$ cat config.mk
export PLATFORM = sky130hd
export DESIGN_NAME = sorted_letter_list
export DESIGN_NICKNAME = d
export VERILOG_FILES = /design/src/rtl/sll_pkg.sv /design/src/rtl/sll_cell.sv /design/src/rtl/sorted_letter_list.sv
export SDC_FILE = /design/constraint.sdc
export NUM_CORES = 1
export LEC_CHECK = 0
export ABC_AREA = 1
export BUFFER_PORTS_ARGS = -buffer_cell sky130_fd_sc_hd__buf_2
export CAP_MARGIN = 20
export CELL_PAD_IN_SITES_DETAIL_PLACEMENT = 0
export CELL_PAD_IN_SITES_GLOBAL_PLACEMENT = 1
export CORE_ASPECT_RATIO = 0.8
export CORE_UTILIZATION = 44
export DETAILED_ROUTE_END_ITERATION = 10
export MAX_ROUTING_LAYER = met4
export PLACE_DENSITY = 0.77
export SYNTH_ARGS = -nofsm -noshare
export SYNTH_HDL_FRONTEND = slang
export SYNTH_SLANG_ARGS = --single-unit
$ cat constraint.sdc
create_clock -name i_clk -period 4 [get_ports i_clk]
set_input_delay 0.6 -clock i_clk [delete_from_list [all_inputs] [get_ports i_clk]]
set_output_delay 0.6 -clock i_clk [all_outputs]
set_load 0.02 [all_outputs]
$ cat src/rtl/sll_pkg.sv
package sll_pkg;

    localparam int CAPACITY_DEF = 32;
    localparam int LETTER_W     = 5;

    localparam logic [LETTER_W-1:0] LETTER_LIMIT = LETTER_W'(26);

    localparam logic MODE_INSERT = 1'b0;
    localparam logic MODE_REMOVE = 1'b1;

    typedef enum logic [1:0] {
        OP_HOLD,
        OP_INSERT,
        OP_REMOVE,
        OP_ROTATE
    } t_op;

    typedef enum logic {
        ST_IDLE,
        ST_EMIT
    } t_state;

    typedef struct packed {
        t_op                 op;
        logic [LETTER_W-1:0] letter;
    } t_cell_ctl;

endpackage

$ cat src/rtl/sll_cell.sv
module sll_cell
    import sll_pkg::*;
#(
    parameter int IDX = 0,
    parameter int CW  = 6
) (
    input  logic                i_clk,
    input  t_cell_ctl           i_ctl,
    input  logic [CW-1:0]       i_count,
    input  logic [LETTER_W-1:0] i_prev_letter,
    input  logic                i_prev_lt,
    input  logic [LETTER_W-1:0] i_next_letter,
    input  logic [LETTER_W-1:0] i_first_letter,
    output logic [LETTER_W-1:0] o_letter,
    output logic                o_lt,
    output logic                o_match
);

    logic [LETTER_W-1:0] r_letter;
    logic [LETTER_W-1:0] n_letter;
    logic                occ;
    logic                wrap;

    assign occ     = CW'(IDX) < i_count;
    assign o_lt    = occ && (r_letter < i_ctl.letter);
    assign o_match = occ && (r_letter == i_ctl.letter);
    assign wrap    = (CW'(IDX + 1) == i_count);

    always_comb begin
        n_letter = r_letter;
        case (i_ctl.op)
            OP_INSERT: begin
                // entries ahead of the insert point stay, the rest move back one
                if (!o_lt) begin
                    n_letter = i_prev_lt ? i_ctl.letter : i_prev_letter;
                end
            end
            OP_REMOVE: begin
                if (!o_lt) begin
                    n_letter = i_next_letter;
                end
            end
            OP_ROTATE: begin
                // the last occupied cell picks up the head word
                n_letter = wrap ? i_first_letter : i_next_letter;
            end
            default: begin
                n_letter = r_letter;
            end
        endcase
    end

    always_ff @(posedge i_clk) begin
        r_letter <= n_letter;
    end

    assign o_letter = r_letter;

endmodule

$ cat src/rtl/sorted_letter_list.sv
// Sorted letter list: an ascending multiset of letter indexes (0 = a .. 25 = z)
// kept in a row of CAPACITY cells, each holding one entry.
// Command channel: a word (i_letter, i_mode) is taken at a rising edge with
// start high and busy low. Mode 0 inserts the letter, mode 1 removes one copy.
// Letters above 25 leave the list unchanged with both flags clear.
// The edit happens in the accept cycle in all cells at once. Then the list is
// read out of the head cell while the row rotates by one cell a cycle, so after
// N results the row is back in order.
// Result channel: o_valid marks each result for exactly one cycle; the receiver
// cannot stall it. One result per entry, o_last on the final one. An empty list
// gives one result with o_empty_res set and o_entry zero. o_dropped and
// o_not_found are the same on every result of one listing.
// The accept edge moves the control to the emit state; each result is then
// registered into o_valid and o_entry. busy stays high until the last result
// of the listing is registered, so no word is taken while a listing is emitted;
// the listing pace is set by the one-entry-a-cycle rotation of the cell row.
// Reset: synchronous, active low; clears the entry count and control state.
module sorted_letter_list
    import sll_pkg::*;
#(
    parameter int CAPACITY = CAPACITY_DEF
) (
    input  logic                i_clk,
    input  logic                i_rst_n,
    input  logic                start,
    output logic                busy,
    input  logic [LETTER_W-1:0] i_letter,
    input  logic                i_mode,
    output logic                o_valid,
    output logic [LETTER_W-1:0] o_entry,
    output logic                o_last,
    output logic                o_empty_res,
    output logic                o_dropped,
    output logic                o_not_found
);

    localparam int CW = $clog2(CAPACITY + 1);

    t_state              r_state, n_state;
    logic [CW-1:0]       r_count, n_count;
    logic [CW-1:0]       r_idx, n_idx;
    logic                r_dropped, n_dropped;
    logic                r_not_found, n_not_found;
    logic                r_valid, n_valid;
    logic [LETTER_W-1:0] r_entry, n_entry;
    logic                r_last, n_last;
    logic                r_empty, n_empty;

    t_cell_ctl           ctl;
    logic [LETTER_W-1:0] cell_letter [CAPACITY];
    logic [CAPACITY-1:0] cell_lt;
    logic [CAPACITY-1:0] cell_match;
    logic                found;
    logic                letter_ok;
    logic                full;
    logic                final_word;

    assign found      = |cell_match;
    assign letter_ok  = i_letter < LETTER_LIMIT;
    assign full       = (r_count == CW'(CAPACITY));
    assign final_word = (CW'(r_idx + 1'b1) == r_count);

    for (genvar g = 0; g < CAPACITY; g++) begin : g_cell
        logic [LETTER_W-1:0] prev_letter;
        logic                prev_lt;
        logic [LETTER_W-1:0] next_letter;

        if (g == 0) begin : g_head
            assign prev_letter = cell_letter[0];
            assign prev_lt     = 1'b1;
        end else begin : g_body
            assign prev_letter = cell_letter[g-1];
            assign prev_lt     = cell_lt[g-1];
        end

        if (g == CAPACITY - 1) begin : g_tail
            assign next_letter = cell_letter[g];
        end else begin : g_mid
            assign next_letter = cell_letter[g+1];
        end

        sll_cell #(
            .IDX (g),
            .CW  (CW)
        ) u_cell (
            .i_clk          (i_clk),
            .i_ctl          (ctl),
            .i_count        (r_count),
            .i_prev_letter  (prev_letter),
            .i_prev_lt      (prev_lt),
            .i_next_letter  (next_letter),
            .i_first_letter (cell_letter[0]),
            .o_letter       (cell_letter[g]),
            .o_lt           (cell_lt[g]),
            .o_match        (cell_match[g])
        );
    end

    always_comb begin
        n_state     = r_state;
        n_count     = r_count;
        n_idx       = r_idx;
        n_dropped   = r_dropped;
        n_not_found = r_not_found;
        n_valid     = 1'b0;
        n_entry     = r_entry;
        n_last      = r_last;
        n_empty     = r_empty;
        ctl.op      = OP_HOLD;
        ctl.letter  = i_letter;

        case (r_state)
            ST_IDLE: begin
                if (start) begin
                    n_dropped   = 1'b0;
                    n_not_found = 1'b0;
                    n_idx       = '0;
                    n_state     = ST_EMIT;
                    if (letter_ok) begin
                        if (i_mode == MODE_INSERT) begin
                            if (full) begin
                                n_dropped = 1'b1;
                            end else begin
                                ctl.op  = OP_INSERT;
                                n_count = CW'(r_count + 1'b1);
                            end
                        end else begin
                            if (found) begin
                                ctl.op  = OP_REMOVE;
                                n_count = CW'(r_count - 1'b1);
                            end else begin
                                n_not_found = 1'b1;
                            end
                        end
                    end
                end
            end
            ST_EMIT: begin
                n_valid = 1'b1;
                if (r_count == '0) begin
                    n_entry = '0;
                    n_last  = 1'b1;
                    n_empty = 1'b1;
                    n_state = ST_IDLE;
                end else begin
                    ctl.op  = OP_ROTATE;
                    n_entry = cell_letter[0];
                    n_last  = final_word;
                    n_empty = 1'b0;
                    n_idx   = CW'(r_idx + 1'b1);
                    if (final_word) begin
                        n_state = ST_IDLE;
                    end
                end
            end
            default: begin
                n_state = ST_IDLE;
            end
        endcase
    end

    always_ff @(posedge i_clk) begin
        if (!i_rst_n) begin
            r_state <= ST_IDLE;
            r_count <= '0;
            r_valid <= 1'b0;
        end else begin
            r_state <= n_state;
            r_count <= n_count;
            r_valid <= n_valid;
        end
    end

    always_ff @(posedge i_clk) begin
        r_idx       <= n_idx;
        r_dropped   <= n_dropped;
        r_not_found <= n_not_found;
        r_entry     <= n_entry;
        r_last      <= n_last;
        r_empty     <= n_empty;
    end

    assign busy        = (r_state != ST_IDLE);
    assign o_valid     = r_valid;
    assign o_entry     = r_entry;
    assign o_last      = r_last;
    assign o_empty_res = r_empty;
    assign o_dropped   = r_dropped;
    assign o_not_found = r_not_found;

endmodule

Word-level counts from Yosys, hierarchy flattened
Cells that the tools add are included.

Input bits: 9. Flip-flop bits (word level): 183. Output and inout bits: 11.

Order comparisons: 65. Eq/ne operators: 138. Reductions and logical operators: 105. Add/sub/neg operators: 3. Mux-type cells: 179. Bitwise operators: 2.

Operators by type and width (count): 5-bit 2-to-1 mux (126); 5-bit one-hot mux with 3 select lines (31); 5-bit == test (32); 5-bit < comparator (32); 2-bit != test, second input constant (67); 5-bit by 6-bit == test with 1-bit output, first input constant (16); 5-bit by 6-bit < comparator with 1-bit output, first input constant (16); 3-bit AND reduction (31); 1-bit logical AND (64); 4-bit by 6-bit == test with 1-bit output, first input constant (8); 4-bit by 6-bit < comparator with 1-bit output, first input constant (8); 32-bit OR reduction (1); 6-bit 2-to-1 mux (5); 3-bit by 6-bit == test with 1-bit output, first input constant (4); 3-bit by 6-bit < comparator with 1-bit output, first input constant (4); 6-bit by 1-bit adder with 6-bit output, second input constant (2); 2-bit by 6-bit == test with 1-bit output, first input constant (2); 1-bit by 6-bit < comparator with 1-bit output, first input constant (2); 2-bit by 6-bit < comparator with 1-bit output, first input constant (2); 6-bit one-hot mux with 2 select lines (1); 2-bit 2-to-1 mux (5); 5-bit one-hot mux with 2 select lines (1); 1-bit 2-to-1 mux (8); 1-bit by 6-bit == test with 1-bit output, first input constant (1); other kinds (18) (23).

Depth between registers and ports, before layout
Depth after elaboration: 11. Depth in mapped cells: 18. Mapped depth without buffers: 15.

By module
A second synthesis with hierarchy kept.

Cell total of the unflattened synthesis: 3114. Area, all modules: 20763.7 µm².

By module, submodules not included: sorted_letter_list (sequential area each 610.6 µm², instances 1, cells each 208, area each 1522.7 µm²); sll_cell (g_cell[24].u_cell ...) (sequential area each 150.1 µm², instances 2, cells each 87, area each 588.1 µm²); sll_cell (g_cell[16].u_cell) (sequential area each 150.1 µm², instances 1, cells each 102, area each 645.6 µm²); sll_cell (g_cell[17].u_cell) (sequential area each 150.1 µm², instances 1, cells each 101, area each 641.9 µm²); sll_cell (g_cell[22].u_cell) (sequential area each 150.1 µm², instances 1, cells each 95, area each 636.9 µm²); sll_cell (g_cell[6].u_cell) (sequential area each 150.1 µm², instances 1, cells each 96, area each 634.4 µm²); sll_cell (g_cell[3].u_cell) (sequential area each 150.1 µm², instances 1, cells each 90, area each 629.4 µm²); sll_cell (g_cell[28].u_cell) (sequential area each 150.1 µm², instances 1, cells each 93, area each 626.9 µm²); sll_cell (g_cell[10].u_cell) (sequential area each 150.1 µm², instances 1, cells each 97, area each 625.6 µm²); sll_cell (g_cell[30].u_cell) (sequential area each 150.1 µm², instances 1, cells each 89, area each 619.3 µm²); sll_cell (g_cell[8].u_cell) (sequential area each 150.1 µm², instances 1, cells each 96, area each 619.3 µm²); sll_cell (g_cell[25].u_cell) (sequential area each 150.1 µm², instances 1, cells each 97, area each 618.1 µm²); sll_cell (g_cell[15].u_cell) (sequential area each 150.1 µm², instances 1, cells each 89, area each 610.6 µm²); sll_cell (g_cell[12].u_cell) (sequential area each 150.1 µm², instances 1, cells each 98, area each 604.3 µm²); 18 more rows.

Least setup slack after synthesis
Ideal clock, no wire load.

Kind: input -> register. Start point: input i_letter[4]. End point: register g_cell[17].u_cell.r_letter[0] (enable). Arrival time: 3449 ps. Slack: 211 ps. Stages on the path: 17. Cell sequence: inv_1 clkbuf_1 clkbuf_1 ha_1 nand2_1 nor3b_1 nand3_1 nand2_1 nor2_1 nand2_1 nor2_1 nand2_2 nand2_4 nand2_2 nor2_2 buf_4 nor2_1.

Cells in the longest elaborated chain, start to end: 11. Elaborated cells between the ends (all ways): 80. Those cells by class: 2 x order compare; 37 x eq/ne; 5 x mux; 36 x reduce/logical.

RTL lines: start: declaration (line sorted_letter_list.sv:27) `input logic [LETTER_W-1:0] i_letter,`; 5-bit == test (line sll_cell.sv:26) `assign o_match = occ && (r_letter == i_ctl.letter);`; 1-bit logical AND (line sll_cell.sv:26); 32-bit OR reduction (line sorted_letter_list.sv:58) `assign found = |cell_match;`; 2-bit 2-to-1 mux (line sorted_letter_list.sv:128) `if (found) begin`; 2-bit 2-to-1 mux (line sorted_letter_list.sv:120) `if (i_mode == MODE_INSERT) begin`; 2-bit 2-to-1 mux (line sorted_letter_list.sv:119) `if (letter_ok) begin`; 2-bit 2-to-1 mux (line sorted_letter_list.sv:114) `if (start) begin`; 2-bit one-hot mux with 2 select lines (line sorted_letter_list.sv:112) `case (r_state)`; 2-bit == test or 2-bit by 1-bit == test with 1-bit output (tied branches) (line sll_cell.sv:31) `case (i_ctl.op)`; 2-bit != test (no source line) or 3-bit nonzero test (tied branches); 3-bit AND reduction (no source line) *; end signal: assignment (line sll_cell.sv:54) `r_letter <= n_letter;`; end: declaration (line sll_cell.sv:19) `logic [LETTER_W-1:0] r_letter;`.

Every way passes the cells marked *; elsewhere a longest branch is shown, timed or not. A chain may end at the register's enable or synchronous reset.

Worst setup path after layout
Start point: register r_count[0]. End point: register g_cell[17].u_cell.r_letter[0] (enable).

Cells in the longest elaborated chain, start to end: 11. Elaborated cells between the ends (all ways): 82. Those cells by class: 32 x order compare; 6 x eq/ne; 7 x mux; 37 x reduce/logical.

RTL lines: start: declaration (line sorted_letter_list.sv:40) `logic [CW-1:0] r_count, n_count;`; start signal: assignment (line sorted_letter_list.sv:169) `r_count <= n_count;`; 1-bit by 6-bit < comparator with 1-bit output (tied with other cells) (line sll_cell.sv:24) `assign occ = CW'(IDX) < i_count;`; 1-bit logical AND (line sll_cell.sv:26); 32-bit OR reduction (line sorted_letter_list.sv:58); 2-bit 2-to-1 mux (line sorted_letter_list.sv:128); 2-bit 2-to-1 mux (line sorted_letter_list.sv:120); 2-bit 2-to-1 mux (line sorted_letter_list.sv:119); 2-bit 2-to-1 mux (line sorted_letter_list.sv:114); 2-bit one-hot mux with 2 select lines (line sorted_letter_list.sv:112); 2-bit == test or 2-bit by 1-bit == test with 1-bit output (tied branches) (line sll_cell.sv:31); 2-bit != test (no source line) or 3-bit nonzero test (tied branches); 3-bit AND reduction (no source line) *.

Marked as above.

==> results.md <==
- Status: complete, no violations
- Syn_nets: 2585
- Num ports: 20
- Starting density of the core: 44.6%
- Post-synth ARST share: 0%
- Pin count of the biggest net entering global routing: 191
- Clk root buf: clkbuf_16
- WP data required: 4.21 ns
- CTS clock-pin slew for the worst setup and hold paths: 0.08 ns
- Crit end category: flop
- Min-Delay Path Class: in -> reg
- Core area: 38300 µm²
- Post-Syn Area per Cell: 7.09 µm²
- Top-area cell type share of the netlist area: 30.7%
- Post-CTS Repair Setup Buffers: 0
- Min Tclk post-route: 3.55 ns
- Num CTS Buffers: 17
- DRC violations left: 0
- Mapped Area: 17100 µm²
- Gate Count Post-Synth: 2410
- Post-synthesis cell type count: 37
- Leakage: 8.64 nW
- Max Slew Vio Count: 0
- Setup Skew: 0.0195 ns
- Hold Violations, Final: 0
- Synthesis-stage register bit count: 183
- Slew margin rel.: 38.9%
- Placement Rows: 64
- Drt total wl: 61900 µm
- Post-synth top cells: 553 x nand2_1, 426 x nand3_1, 239 x o21ai_0
- Global-route wire length before repair: 96300 µm
- Vias in the first global route: 16.1k
- Sequential area share after synthesis: 31.7%
- Worst-Margin Slew: 0.916 ns
- CTS tree: yes
- Total track usage: 32.8%
- Longest Clk Path Bufs: 2
- Post-cts hold buffer count: 0
- Die width: 222 µm
- Iter 0 DRT Violations: 2243
- Ant. Diodes: 0
- First drt pass iteration count: 8
- Final ANT Viol Nets: 0
- Maxcap violations: 0
- Final Setup Violations: 0
- Maximum VDD drop: 0.332 mV
- Most common cell in the netlist: nand2_1
- Die extent in y: 178 µm
- Fraction of layout cells with a size suffix above 1: 7.27%
- CTS sink cnt: 183
- Synth area leaders: edfxtp_1 31%, nand3_1 12%, ha_1 12%
- Vias per inst: 6.02
- Initial antenna violation count: 1
- Post-CTS sizing: 0
- Wirelength per Cell: 21.4 µm
- Post-synth EDFFs: 175
- CP arrival: 3.76 ns
- Via Count: 17.4k
- Remaining global-route overflow: 0
- Final period util: 88.8%
- Hold Slack: 0.396 ns
- CP Class: reg -> reg
- RSZ-0062 raised after global routing: false
- Crit path max fanout: 22
- Clk Latency, worst-skew pair: 0.48 ns
- NumNets Final: 2556
- Yosys Warn Count: 0
- Final core utilization: 48.7%
- P per Cell Area: 588 nW/µm²
- Total negative setup slack: 0 ns
- Area Overhead vs Synth: 9.04%
- Area leader, netlist: edfxtp_1
- Critical path startpoint category: flop
- I/O Buffers: 19
- Maximum clock rate: 282 MHz
- Gpl congestion: 0.929
- Die area: 39600 µm²
- Main synth FF type: edfxtp_1
- Htree depth: 4
- Post-DP HPWL: 42000 µm
[cell families (layout without fill, tap and decap cells)]
family | count (synthesis) | in the layout | share of synthesized area, %
simple gates | 1178 | 1178 | 29.7
fa+ha+maj | 166 | 166 | 12.2
compound gates | 475 | 475 | 16.5
xor+xnor | 13 | 13 | 0.666
flops | 183 | 183 | 31.7
buf+inv | 395 | 379 | 9.22
[critical path, stage by stage (launching register included)]
cell	delay, ns
dfxtp_1	0.36
ha_1	0.23
inv_1	0.40
nand3_1	0.25
nand3_1	0.14
nand2_1	0.05
nor2_1	0.14
nand2_1	0.14
nor2_1	0.12
buf_4	0.14
nand2_4	0.05
nand2_4	0.06
nand2_2	0.07
nor2_4	0.61
buf_4	0.34
nor2_1	0.14
[area by class of cell]
cell class                      count  area (µm²)
Fill cell                        3872       19600
Multi-Input combinational cell   1832       10100
Tap cell                          495         619
Inverter                          232         876
Clock buffer                       19         453
Sequential cell                   183        5420
Timing Repair Buffer              115        1000
Clock inverter                     13         148
[path summary, 6_finish.rpt]
path	startpoint	to	slack, ns	depth (start not counted)
worst min register to register	g_cell[30].u_cell.o_letter[0]$_DFFE_PP_	g_cell[29].u_cell.o_letter[0]$_DFFE_PP_	0.60	2
worst min-delay path	i_rst_n	r_count[1]$_SDFFE_PN0P_	0.40	3
worst max-delay path	r_count[0]$_SDFFE_PN0P_	g_cell[17].u_cell.o_letter[0]$_DFFE_PP_	0.45	15
worst max register to register	r_count[0]$_SDFFE_PN0P_	g_cell[17].u_cell.o_letter[0]$_DFFE_PP_	0.45	15
[flip-flops by register name, summed over array words and instances (netlist names)]
| register | count |
|---|---|
| o_dropped | 1 |
| o_not_found | 1 |
| busy | 1 |
| o_empty_res | 1 |
| r_count | 6 |
| o_valid | 1 |
| o_entry | 5 |
| r_idx | 6 |
| g_cell.u_cell.o_letter | 160 |
| o_last | 1 |
[per-layer routing]
layer	vias up	GRT usage (%)	part of all wire, %
met5	-	-	0
met4	0	9.08	2.3
met3	91	5.22	9.3
met2	801	47.6	42
met1	8171	46.8	46
li1	8321	-	-
[metrics by stage]
| step | total power [mW] | std cells | worst slack (ns) | instance area, µm² |
|---|---|---|---|---|
| 2_1_floorplan | 7.30 | 2410 | 0.211 | 17100 |
| 3_3_place_gp | 8.97 | 2857 | 0.190 | 18000 |
| 3_5_place_dp | 9.07 | 2857 | 0.210 | 18000 |
| 4_1_cts | 10.9 | 2889 | 0.558 | 18600 |
| 5_1_grt | 11.8 | 2889 | 0.293 | 18600 |
| 6_report | 11.0 | 2889 | 0.449 | 18600 |
[report_power, final]
part | switching, mW | internal (mW) | total [mW] | leakage [nW]
clock network | 0.841 | 0.961 | 1.80 | 0.287
registers | 0.759 | 3.18 | 3.94 | 1.73
logic | 3.45 | 1.76 | 5.21 | 6.63
[cells in the final DEF, fill, tap and decap left out, types with 8 or more instances in the layout]
master and count:
nand2_1 552, o2111ai_1 10, o21ai_1 16, nor2_1 138, o311ai_0 8, buf_12 15, nand3_1 426, ha_1 166
dfxtp_1 8, clkbuf_16 17, a211oi_1 12, buf_2 19, a21oi_1 51, nor3_1 34, o211ai_1 131, buf_4 81
xor2_1 8, inv_1 221, inv_2 9, o21ai_0 239, edfxtp_1 175
(Power assumes the default switching activity.)
